`config.mk`:
```
export PLATFORM = sky130hd
export DESIGN_NAME = rolling_hash_phrase_trigger_top
export DESIGN_NICKNAME = d
export VERILOG_FILES = /design/src/rhpt_pkg.sv /design/src/rhpt_ram.sv /design/src/rhpt_front.sv /design/src/rhpt_queue.sv /design/src/rhpt_back.sv /design/src/rolling_hash_phrase_trigger_top.sv
export VERILOG_INCLUDE_DIRS = /design/src /design/src/src
export SDC_FILE = /design/constraint.sdc
export NUM_CORES = 2
export LEC_CHECK = 0
export ABC_AREA = 1
export BUFFER_PORTS_ARGS = -buffer_cell sky130_fd_sc_hd__buf_2
export CAP_MARGIN = 30
export CORE_MARGIN = 8
export CORE_UTILIZATION = 55
export DETAILED_ROUTE_END_ITERATION = 6
export HOLD_SLACK_MARGIN = 0.15
export PLACE_DENSITY = 0.71
export SETUP_SLACK_MARGIN = 0.3
export SYNTH_ARGS = -nofsm -noshare
export SYNTH_HDL_FRONTEND = slang
export SYNTH_HIERARCHICAL = 1
export SYNTH_SLANG_ARGS = --single-unit
```
`constraint.sdc`:
```
create_clock -name clk -period 16.1 [get_ports clk]
set_input_delay 2.415 -clock clk [delete_from_list [all_inputs] [get_ports clk]]
set_output_delay 2.415 -clock clk [all_outputs]
set_load 0.02 [all_outputs]
```
`src/assert_macros.svh`:
```
// Assertion macros shared by the rolling hash trigger modules.
// Included by every module that checks its own control logic; no other dependencies.
`ifndef ASSERT_MACROS_SVH
`define ASSERT_MACROS_SVH
`ifndef SYNTH
// Check that a property holds at every clock edge outside reset.
`define RHPT_ASSERT(lbl, clk_i, rstn_i, prop) \
	lbl: assert property (@(posedge clk_i) disable iff (!rstn_i) (prop)) \
		else $error("rhpt: assertion failed");
// Check that a condition is never true outside reset.
`define RHPT_NEVER(lbl, clk_i, rstn_i, cond) \
	`RHPT_ASSERT(lbl, clk_i, rstn_i, !(cond))
`else
`define RHPT_ASSERT(lbl, clk_i, rstn_i, prop)
`define RHPT_NEVER(lbl, clk_i, rstn_i, cond)
`endif
`endif

```
`src/rhpt_pkg.sv`:
```
// Types and constants of the rolling hash phrase trigger.
// No dependencies; imported by every module of the block but rhpt_ram.
package rhpt_pkg;

	localparam int unsigned MAX_WINDOW = 64;
	localparam int unsigned RING_AW    = $clog2(MAX_WINDOW);
	localparam int unsigned WIN_W      = 7;
	localparam int unsigned HASH_W     = 31;
	localparam int unsigned BYTE_W     = 8;
	// Effective window must hold MAX_WINDOW itself.
	localparam int unsigned EFF_W      = (RING_AW + 1 > WIN_W) ? RING_AW + 1 : WIN_W;
	// One power step is a multiply by 256, done as 8 modular doublings.
	localparam int unsigned POW_CNT_W  = EFF_W + 3;
	localparam int unsigned CNT_W      = $clog2(HASH_W);
	localparam int unsigned QDEPTH     = 2;
	localparam int unsigned QAW        = $clog2(QDEPTH);

	localparam logic [HASH_W-1:0] PRIME     = 31'd1999999973;
	localparam logic [WIN_W-1:0]  WIN_RESET = 7'd10;
	localparam logic [HASH_W-1:0] DIV_RESET = 31'd100;

	typedef enum logic [0:0] {
		REG_WINDOW  = 1'b0,
		REG_DIVISOR = 1'b1
	} reg_idx_t;

	typedef struct packed {
		logic [BYTE_W-1:0] byte_in;
		logic              restart;
	} in_item_t;

	typedef struct packed {
		logic [HASH_W-1:0] window_hash;
		logic              boundary;
	} out_item_t;

	typedef struct packed {
		logic              win_wr;
		logic              div_wr;
		logic [HASH_W-1:0] data;
	} cfg_wr_t;

	typedef struct packed {
		logic              valid;
		logic [HASH_W-1:0] hash;
	} hash_xfer_t;

endpackage

```
`src/rhpt_ram.sv`:
```
// Generic single-write, single-read RAM with registered read data.
// No dependencies; holds the byte ring of the hash window.
module rhpt_ram #(
	parameter int unsigned WIDTH = 8,
	parameter int unsigned DEPTH = 64
) (
	input  logic                     clk,
	input  logic                     we,
	input  logic [$clog2(DEPTH)-1:0] waddr,
	input  logic [WIDTH-1:0]         wdata,
	input  logic [$clog2(DEPTH)-1:0] raddr,
	output logic [WIDTH-1:0]         rdata
);

	logic [WIDTH-1:0] mem_q [DEPTH];

	always_ff @(posedge clk) begin
		if (we) begin
			mem_q[waddr] <= wdata;
		end
		rdata <= mem_q[raddr];
	end

endmodule

```
`src/rhpt_front.sv`:
```
// Front end: accepts bytes, keeps the window ring and the running Karp-Rabin hash.
// Depends on rhpt_pkg, rhpt_ram and assert_macros.svh.
`include "assert_macros.svh"
module rhpt_front import rhpt_pkg::*; (
	input  logic       clk,
	input  logic       arst_n,
	input  logic       in_valid,
	output logic       in_ready,
	input  in_item_t   in_item,
	input  cfg_wr_t    cfg,
	output hash_xfer_t push,
	input  logic       push_ready
);

	typedef enum logic [2:0] {
		F_POW, F_IDLE, F_READ, F_MUL, F_SUB, F_SHIFT, F_PUSH
	} fstate_t;

	function automatic logic [HASH_W-1:0] add_mod(input logic [HASH_W-1:0] a,
			input logic [HASH_W-1:0] b);
		logic [HASH_W:0] s;
		s = {1'b0, a} + {1'b0, b};
		if (s >= {1'b0, PRIME}) begin
			s = s - {1'b0, PRIME};
		end
		return s[HASH_W-1:0];
	endfunction

	// 2*a + b mod prime
	function automatic logic [HASH_W-1:0] shift_mod(input logic [HASH_W-1:0] a,
			input logic b);
		logic [HASH_W:0] s;
		s = {a, b};
		if (s >= {1'b0, PRIME}) begin
			s = s - {1'b0, PRIME};
		end
		return s[HASH_W-1:0];
	endfunction

	function automatic logic [HASH_W-1:0] sub_mod(input logic [HASH_W-1:0] a,
			input logic [HASH_W-1:0] b);
		logic [HASH_W-1:0] r;
		if (a >= b) begin
			r = a - b;
		end else begin
			r = a + (PRIME - b);
		end
		return r;
	endfunction

	function automatic logic [EFF_W-1:0] eff_window(input logic [WIN_W-1:0] ws);
		logic [EFF_W-1:0] w;
		w = EFF_W'(ws);
		if (w == '0) begin
			w = EFF_W'(1);
		end
		if (w > EFF_W'(MAX_WINDOW)) begin
			w = EFF_W'(MAX_WINDOW);
		end
		return w;
	endfunction

	function automatic logic [POW_CNT_W-1:0] pow_steps(input logic [EFF_W-1:0] w);
		logic [EFF_W-1:0] m;
		m = w - EFF_W'(1);
		return {m, 3'b000};
	endfunction

	fstate_t              state_q;
	logic [WIN_W-1:0]     win_q;
	logic [HASH_W-1:0]    tp_q;
	logic [HASH_W-1:0]    hash_q;
	logic [HASH_W-1:0]    acc_q;
	logic [POW_CNT_W-1:0] pcnt_q;
	logic [RING_AW-1:0]   idx_q;
	logic [RING_AW-1:0]   k_q;
	logic [MAX_WINDOW-1:0] vld_q;
	logic [BYTE_W-1:0]    byte_q;
	logic [BYTE_W-1:0]    old_q;
	logic [2:0]           step_q;

	logic [EFF_W-1:0]     w_eff;
	logic [RING_AW-1:0]   k_base;
	logic [RING_AW-1:0]   k_new;
	logic [EFF_W-1:0]     k_inc;
	logic [RING_AW-1:0]   idx_next;
	logic [BYTE_W-1:0]    ring_rdata;
	logic                 ring_we;
	logic [HASH_W-1:0]    mul_next;
	logic [HASH_W-1:0]    dbl_acc;

	assign w_eff    = eff_window(win_q);
	assign in_ready = (state_q == F_IDLE) && !cfg.win_wr;
	assign ring_we  = (state_q == F_PUSH) && push_ready;
	assign push.valid = (state_q == F_PUSH);
	assign push.hash  = acc_q;

	// Slot of the outgoing byte; a shrunken window wraps back to slot 0.
	always_comb begin
		k_base = in_item.restart ? '0 : idx_q;
		k_new  = (EFF_W'(k_base) >= w_eff) ? '0 : k_base;
		k_inc  = EFF_W'(k_q) + EFF_W'(1);
		idx_next = (k_inc >= w_eff) ? '0 : k_inc[RING_AW-1:0];
	end

	// One MSB-first step of outgoing byte times top power.
	always_comb begin
		dbl_acc  = shift_mod(acc_q, 1'b0);
		mul_next = old_q[step_q] ? add_mod(dbl_acc, tp_q) : dbl_acc;
	end

	rhpt_ram #(
		.WIDTH(BYTE_W),
		.DEPTH(MAX_WINDOW)
	) u_ring (
		.clk   (clk),
		.we    (ring_we),
		.waddr (k_q),
		.wdata (byte_q),
		.raddr (k_new),
		.rdata (ring_rdata)
	);

	always_ff @(posedge clk or negedge arst_n) begin
		if (!arst_n) begin
			state_q <= F_POW;
			win_q   <= WIN_RESET;
			tp_q    <= HASH_W'(1);
			pcnt_q  <= pow_steps(eff_window(WIN_RESET));
			hash_q  <= '0;
			idx_q   <= '0;
			vld_q   <= '0;
		end else if (cfg.win_wr) begin
			win_q   <= cfg.data[WIN_W-1:0];
			tp_q    <= HASH_W'(1);
			pcnt_q  <= pow_steps(eff_window(cfg.data[WIN_W-1:0]));
			state_q <= F_POW;
		end else begin
			case (state_q)
				F_POW: begin
					if (pcnt_q == '0) begin
						state_q <= F_IDLE;
					end else begin
						tp_q   <= add_mod(tp_q, tp_q);
						pcnt_q <= pcnt_q - POW_CNT_W'(1);
					end
				end
				F_IDLE: begin
					if (in_valid) begin
						byte_q <= in_item.byte_in;
						k_q    <= k_new;
						if (in_item.restart) begin
							vld_q  <= '0;
							hash_q <= '0;
						end
						state_q <= F_READ;
					end
				end
				F_READ: begin
					old_q   <= vld_q[k_q] ? ring_rdata : '0;
					acc_q   <= '0;
					step_q  <= 3'd7;
					state_q <= F_MUL;
				end
				F_MUL: begin
					acc_q  <= mul_next;
					step_q <= step_q - 3'd1;
					if (step_q == 3'd0) begin
						state_q <= F_SUB;
					end
				end
				F_SUB: begin
					acc_q   <= sub_mod(hash_q, acc_q);
					step_q  <= 3'd7;
					state_q <= F_SHIFT;
				end
				F_SHIFT: begin
					acc_q  <= shift_mod(acc_q, byte_q[step_q]);
					step_q <= step_q - 3'd1;
					if (step_q == 3'd0) begin
						state_q <= F_PUSH;
					end
				end
				F_PUSH: begin
					if (push_ready) begin
						hash_q     <= acc_q;
						vld_q[k_q] <= 1'b1;
						idx_q      <= idx_next;
						state_q    <= F_IDLE;
					end
				end
				default: begin
					state_q <= F_IDLE;
				end
			endcase
		end
	end

	`RHPT_NEVER(a_hash_range, clk, arst_n, hash_q >= PRIME)
	`RHPT_NEVER(a_power_range, clk, arst_n, tp_q >= PRIME)
	`RHPT_ASSERT(a_slot_marked, clk, arst_n, ring_we |=> vld_q[$past(k_q)])

endmodule

```
`src/rhpt_queue.sv`:
```
// Short hash queue between the front end and the remainder unit.
// Depends on rhpt_pkg.
module rhpt_queue import rhpt_pkg::*; (
	input  logic       clk,
	input  logic       arst_n,
	input  hash_xfer_t push,
	output logic       push_ready,
	output hash_xfer_t pop,
	input  logic       pop_ready
);

	logic [HASH_W-1:0] mem_q [QDEPTH];
	logic [QAW-1:0]    wr_ptr_q;
	logic [QAW-1:0]    rd_ptr_q;
	logic [QAW:0]      cnt_q;
	logic              do_push;
	logic              do_pop;

	assign push_ready = (cnt_q != (QAW+1)'(QDEPTH));
	assign pop.valid  = (cnt_q != '0);
	assign pop.hash   = mem_q[rd_ptr_q];
	assign do_push    = push.valid && push_ready;
	assign do_pop     = pop.valid && pop_ready;

	always_ff @(posedge clk) begin
		if (do_push) begin
			mem_q[wr_ptr_q] <= push.hash;
		end
	end

	// Pointers wrap naturally: depth is a power of two.
	always_ff @(posedge clk or negedge arst_n) begin
		if (!arst_n) begin
			wr_ptr_q <= '0;
			rd_ptr_q <= '0;
			cnt_q    <= '0;
		end else begin
			if (do_push) begin
				wr_ptr_q <= wr_ptr_q + QAW'(1);
			end
			if (do_pop) begin
				rd_ptr_q <= rd_ptr_q + QAW'(1);
			end
			case ({do_push, do_pop})
				2'b10:   cnt_q <= cnt_q + (QAW+1)'(1);
				2'b01:   cnt_q <= cnt_q - (QAW+1)'(1);
				default: cnt_q <= cnt_q;
			endcase
		end
	end

endmodule

```
`src/rhpt_back.sv`:
```
// Back end: bit-serial remainder of the hash by the trigger divisor, output register.
// Depends on rhpt_pkg and assert_macros.svh.
`include "assert_macros.svh"
module rhpt_back import rhpt_pkg::*; (
	input  logic       clk,
	input  logic       arst_n,
	input  hash_xfer_t pop,
	output logic       pop_ready,
	input  cfg_wr_t    cfg,
	output logic       out_valid,
	input  logic       out_ready,
	output out_item_t  out_item
);

	typedef enum logic [1:0] {B_IDLE, B_RUN, B_DONE} bstate_t;

	bstate_t           state_q;
	logic [HASH_W-1:0] div_q;
	logic [HASH_W-1:0] dv_q;
	logic [HASH_W-1:0] hash_q;
	logic [HASH_W-1:0] num_q;
	logic [HASH_W-1:0] rem_q;
	logic [CNT_W-1:0]  cnt_q;
	logic              out_valid_q;
	out_item_t         out_q;

	logic [HASH_W:0]   trial;
	logic [HASH_W-1:0] rem_next;

	assign pop_ready = (state_q == B_IDLE);
	assign out_valid = out_valid_q;
	assign out_item  = out_q;

	// Restoring step: shift in the next dividend bit, subtract if it fits.
	always_comb begin
		trial    = {rem_q, num_q[HASH_W-1]};
		rem_next = (trial >= {1'b0, dv_q}) ? HASH_W'(trial - {1'b0, dv_q})
				: trial[HASH_W-1:0];
	end

	always_ff @(posedge clk or negedge arst_n) begin
		if (!arst_n) begin
			state_q     <= B_IDLE;
			div_q       <= DIV_RESET;
			out_valid_q <= 1'b0;
		end else begin
			if (cfg.div_wr) begin
				div_q <= cfg.data;
			end
			// Drop the taken item unless a new one is loaded in this cycle.
			if (out_valid_q && out_ready && state_q != B_DONE) begin
				out_valid_q <= 1'b0;
			end
			case (state_q)
				B_IDLE: begin
					if (pop.valid) begin
						hash_q  <= pop.hash;
						num_q   <= pop.hash;
						rem_q   <= '0;
						dv_q    <= div_q;
						cnt_q   <= CNT_W'(HASH_W - 1);
						state_q <= B_RUN;
					end
				end
				B_RUN: begin
					rem_q <= rem_next;
					num_q <= {num_q[HASH_W-2:0], 1'b0};
					if (cnt_q == '0) begin
						state_q <= B_DONE;
					end else begin
						cnt_q <= cnt_q - CNT_W'(1);
					end
				end
				B_DONE: begin
					if (!out_valid_q || out_ready) begin
						out_valid_q       <= 1'b1;
						out_q.window_hash <= hash_q;
						out_q.boundary    <= (dv_q != '0) && (rem_q == '0);
						state_q           <= B_IDLE;
					end
				end
				default: begin
					state_q <= B_IDLE;
				end
			endcase
		end
	end

	`RHPT_ASSERT(a_rem_bound, clk, arst_n, (state_q == B_RUN && dv_q != '0) |-> rem_q < dv_q)
	`RHPT_ASSERT(a_pop_starts, clk, arst_n, (pop.valid && pop_ready) |=> state_q == B_RUN)
	`RHPT_ASSERT(a_done_waits, clk, arst_n,
		(state_q == B_DONE && out_valid_q && !out_ready) |=> (state_q == B_DONE && out_valid_q))

endmodule

```
`src/rolling_hash_phrase_trigger_top.sv`:
```
// Top level of the rolling Karp-Rabin hash phrase trigger.
// Depends on rhpt_pkg, rhpt_front, rhpt_queue and rhpt_back.
//
//  Channel  | Direction | Handshake              | Payload
//  ---------+-----------+------------------------+------------------------------
//  in       | input     | in_valid / in_ready    | in_item  (byte_in, restart)
//  out      | output    | out_valid / out_ready  | out_item (window_hash, boundary)
//  cfg      | input     | cfg_we, no wait        | cfg_index, cfg_wdata
//
// Sustained throughput is set by the back end's remainder unit, which loads a hash,
// retires one dividend bit per cycle and hands off the result before it takes
// another. Per item the front end does a ring read, 8 multiply steps, one subtract
// and 8 shift-in steps, each a modular add on the 31-bit hash. After reset and after
// each window write the front end computes the top power by repeated modular
// doubling and holds in_ready low. A full queue stalls only the front end; a stalled
// output register stalls the back end, and the front end too once the queue fills.
module rolling_hash_phrase_trigger_top import rhpt_pkg::*; (
	input  logic              clk,
	input  logic              arst_n,
	input  logic              in_valid,
	output logic              in_ready,
	input  in_item_t          in_item,
	output logic              out_valid,
	input  logic              out_ready,
	output out_item_t         out_item,
	input  logic              cfg_we,
	input  reg_idx_t          cfg_index,
	input  logic [HASH_W-1:0] cfg_wdata
);

	cfg_wr_t    cfg_wr;
	hash_xfer_t fe_push;
	logic       fe_push_ready;
	hash_xfer_t be_pop;
	logic       be_pop_ready;

	// Decode the register index into one write strobe per register.
	always_comb begin
		cfg_wr.win_wr = cfg_we && (cfg_index == REG_WINDOW);
		cfg_wr.div_wr = cfg_we && (cfg_index == REG_DIVISOR);
		cfg_wr.data   = cfg_wdata;
	end

	// Accept bytes, roll the window and the hash.
	rhpt_front u_front (
		.clk        (clk),
		.arst_n     (arst_n),
		.in_valid   (in_valid),
		.in_ready   (in_ready),
		.in_item    (in_item),
		.cfg        (cfg_wr),
		.push       (fe_push),
		.push_ready (fe_push_ready)
	);

	// Hold finished hashes until the remainder unit is free.
	rhpt_queue u_queue (
		.clk        (clk),
		.arst_n     (arst_n),
		.push       (fe_push),
		.push_ready (fe_push_ready),
		.pop        (be_pop),
		.pop_ready  (be_pop_ready)
	);

	// Reduce each hash by the divisor and present the item.
	rhpt_back u_back (
		.clk       (clk),
		.arst_n    (arst_n),
		.pop       (be_pop),
		.pop_ready (be_pop_ready),
		.cfg       (cfg_wr),
		.out_valid (out_valid),
		.out_ready (out_ready),
		.out_item  (out_item)
	);

endmodule

```
==> run_results.csv <==
group,metric,value,unit
detailed_routing,ant_nets,0,
timing,rsz0062_at_grt,"no",
placed_design,dp_slack,8.391,ns
status,status,"complete, no violations",
layout,fillers,8452,
critical_path,required,16.56,ns
placed_design,hpwl,108100,um
placed_design,globalplace.congestion,0.9611,
synthesis,yosysTopAreaCellShare,0.4370,
cts,cts_resized,0,
floorplan,boundaryPins,80,
synthesis,synthTopCellsByArea,"edfxtp_1, nand2_1, dfrtp_1, nand3_1, inv_1",
cts,cts.sinks,989,
layout,nets,6560,
cts,cts_max_path_buffers,3,
critical_path,cpMostUsedCell,"nand2_1",
hold_path,hp-start,"u_back/hash_q[15]",
timing,whs,0.4221,ns
critical_path,reg2reg_slack,8.92,ns
timing,layout_worst_path_cycle_share,0.4461,
critical_path,cp-start-kind,"register",
synthesis,async_flop_share,0.1921,
layout,multiInputGateArea,0.02159,mm2
power_and_ir_drop,ir_drop,0.1122,mV
critical_path,slowest_delay,0.71,ns
global_routing,gr-usage-all-layers,0.2810,
cts,clkTransAtPathRegs,0.06,ns
layout,fin_cells,7707,
detailed_routing,firstDrtPassIters,6,
global_routing,grt_overflow,0,
cts,clock_latency,0.73,ns
synthesis,synth-main-ff-cell,"edfxtp_1",
critical_path,critPathMaxFanout,65,
power_and_ir_drop,finalPower,9.805,mW
timing,setup_violations,0,
placed_design,placedCellCount,7509,
detailed_routing,wl,156000,um
cts,cts_buffers,103,
cts,htreeDepth,3,
detailed_routing,drt_iter0_drc,4671,
layout,area_delta_synth_final,8.893,%
synthesis,synthCells,6290,
timing,fin_skew,0.06934,ns
floorplan,die_h,330.4,um
power_and_ir_drop,p_leak,25.44,nW
critical_path,timing.rr.start,"u_front/byte_q[7]",
layout,seqCellArea,0.02868,mm2
synthesis,synth_edf_count,791,
global_routing,grt_max_degree,165,
timing,setup_ws,8.918,ns
cts,clockRootBuffer,"clkbuf_16",
critical_path,slowest_stage,"nand2_2",
detailed_routing,via_count,44270,
timing,slew_headroom,0.2782,
timing,worstMarginPinSlew,1.083,ns
cts,cts_tree,"done",
cts,post_cts_buffers,0,
timing,slew_violations,0,
critical_path,crit_type,"register to register",
cts,cts_hold_buf,0,
detailed_routing,drc,0,
critical_path,cp-startpoint,"u_front/byte_q[7]",
floorplan,initial_utilization,0.5539,
global_routing,grt_pass1_vias,41950,
timing,timing.fmax,139.2,MHz
power_and_ir_drop,power_density,165.7,mW/mm2
global_routing,antenna_found_initial,6,
synthesis,yosysTopAreaCell,"edfxtp_1",
layout,fin_util,0.6031,
synthesis,ys_warn_count,6,
critical_path,reg2regPathDepth,37,
synthesis,syn_area_per_cell,8.641,um2
synthesis,synth-seq-cells,989,
floorplan,rows,115,
hold_path,holdPathEnd,"u_back/out_item[16]",
synthesis,ys_types,67,
timing,fin_crit,7.182,ns
hold_path,hold_path_class,"register to register",
placed_design,numPortBuffers,79,
timing,finalHoldViolCount,0,
job,maxCapViolCount,0,
synthesis,syn-num-nets,6520,
critical_path,reg2reg_to,"u_front/acc_q[16]",
placed_design,post_dp_cell_area,0.05567,mm2
hold_path,holdPathStages,0,
critical_path,crit_arrival,7.64,ns
critical_path,setup.worst_path.end_class,"register",
floorplan,die_x,330.4,um
synthesis,syn_area,0.05435,mm2
synthesis,seq_area_frac_synth,0.5276,
detailed_routing,wire_per_inst,20.24,um
detailed_routing,viasPerCell,5.744,
global_routing,grt_pass1_wl,240100,um
timing,tns,0,ns
floorplan,core,0.09813,mm2
layout,design_area,0.05918,mm2
floorplan,die_area,0.1091,mm2
layout,layout-drive-gt1-share,0.07572,
==> how the worst max path moves through the flow <==
stage | to | slack (ns) | cells past startpoint
final | u_front/acc_q[16] | 8.92 | 37
after global routing | u_front/acc_q[14] | 8.24 | 37
after CTS | u_front/acc_q[16] | 9.01 | 37
after detailed placement | u_front/u_ring/rdata[5] | 8.39 | 25
after global placement | u_front/u_ring/rdata[4] | 8.54 | 25
after floorplan | u_back/cnt_q[0] | 9.80 | 3
==> cells in the mapped netlist, types with 7 or more instances <==
library cell  count
o211ai_1         14
nand2_1        1926
nor2_2           26
buf_4            17
or2_2             7
nor3_1           60
o21ai_0         226
inv_2            34
o22ai_1          49
o21ai_1          23
dfxtp_1           8
o31ai_1          18
inv_1           703
dfrtp_1         182
ha_1            169
buf_1            16
fa_1             15
nor4_1           30
buf_2            59
nand2_2          34
xor2_1           97
clkinv_1         11
nand3b_1         15
buf_6            47
a21oi_1         258
mux2_2           31
o21bai_1          9
clkbuf_1         68
nor2_1          476
nand3_1         707
xnor2_1          14
dfstp_2           8
a31oi_1          16
edfxtp_1        791
nand4_1          38
==> per-layer routing <==
layer | GRT usage | up-vias | wire [um]
met1 | 0.3975 | 20980 | 66830
met3 | 0.06348 | 291 | 15480
li1 | - | 20960 | -
met2 | 0.4328 | 2046 | 69410
met5 | 0 | - | 13
met4 | 0.08542 | 2 | 4291
==> state kept, by name (all words and copies together), names as in the netlist, 31 cells and up <==
signal,count
u_back/dv_q,31
u_front/tp_q,31
u_front/hash_q,31
u_back/div_q,31
u_back/rem_q,31
u_queue/mem_q,62
u_back/num_q,31
u_front/u_ring/mem_q,512
u_front/vld_q,64
u_back/hash_q,31
u_back/out_item,32
u_front/acc_q,31
==> power by group <==
group          leakage, nW  internal, mW  total [mW]  switching, mW
clock                 1.67          1.36        2.40           1.04
combinational         14.1          1.23        4.02           2.79
sequential            9.70          3.16        3.39          0.224
==> kinds of logic after synthesis <==
group / count (synthesis) / share of synthesized area
buf+inv: 962 / 0.07657
mux: 31 / 0.006423
fa+ha+maj: 184 / 0.04443
compound gates: 665 / 0.06784
simple gates: 3347 / 0.2589
flops: 989 / 0.5276
xor+xnor: 112 / 0.01819
==> worst max-delay path: cells and delay by family, from the launching register on <==
family	cells	cell delay, ns
compound gates	6	0.99
fa+ha+maj	2	0.56
flops	1	0.34
simple gates	24	3.76
buf+inv	4	0.90
xor+xnor	1	0.34
==> cell usage in the layout, fill, tap and decap left out, types with 14 or more instances in the layout <==
cell type,Yosys,layout
o21ai_0,226,226
o21ai_1,23,23
nand3b_1,15,15
buf_2,59,78
a31oi_1,16,16
inv_2,34,35
xnor2_1,14,14
a21oi_1,258,256
buf_4,17,59
nor2_2,26,30
o31ai_1,18,18
nand3_1,707,707
o211ai_1,14,14
clkinv_1,11,25
ha_1,169,169
nor4_1,30,30
edfxtp_1,791,791
nand2_1,1926,1926
o22ai_1,49,49
fa_1,15,15
nand2_2,34,34
nor2_1,476,469
clkbuf_1,68,21
xor2_1,97,97
mux2_2,31,31
nor3_1,60,56
inv_1,703,701
clkinv_2,0,17
nand4_1,38,38
dfrtp_1,182,182
clkbuf_16,0,103
==> layout make-up <==
cell class / instances / share of cell area
Antenna cell: 2 / 0.00008456
Clock buffer: 135 / 0.04744
Clock inverter: 58 / 0.01082
Inverter: 751 / 0.04793
Multi-Input combinational cell: 4339 / 0.3647
Sequential cell: 989 / 0.4845
Tap cell: 1287 / 0.02721
Timing Repair Buffer: 146 / 0.01723
No activity file was read; power rests on OpenSTA's default activity.
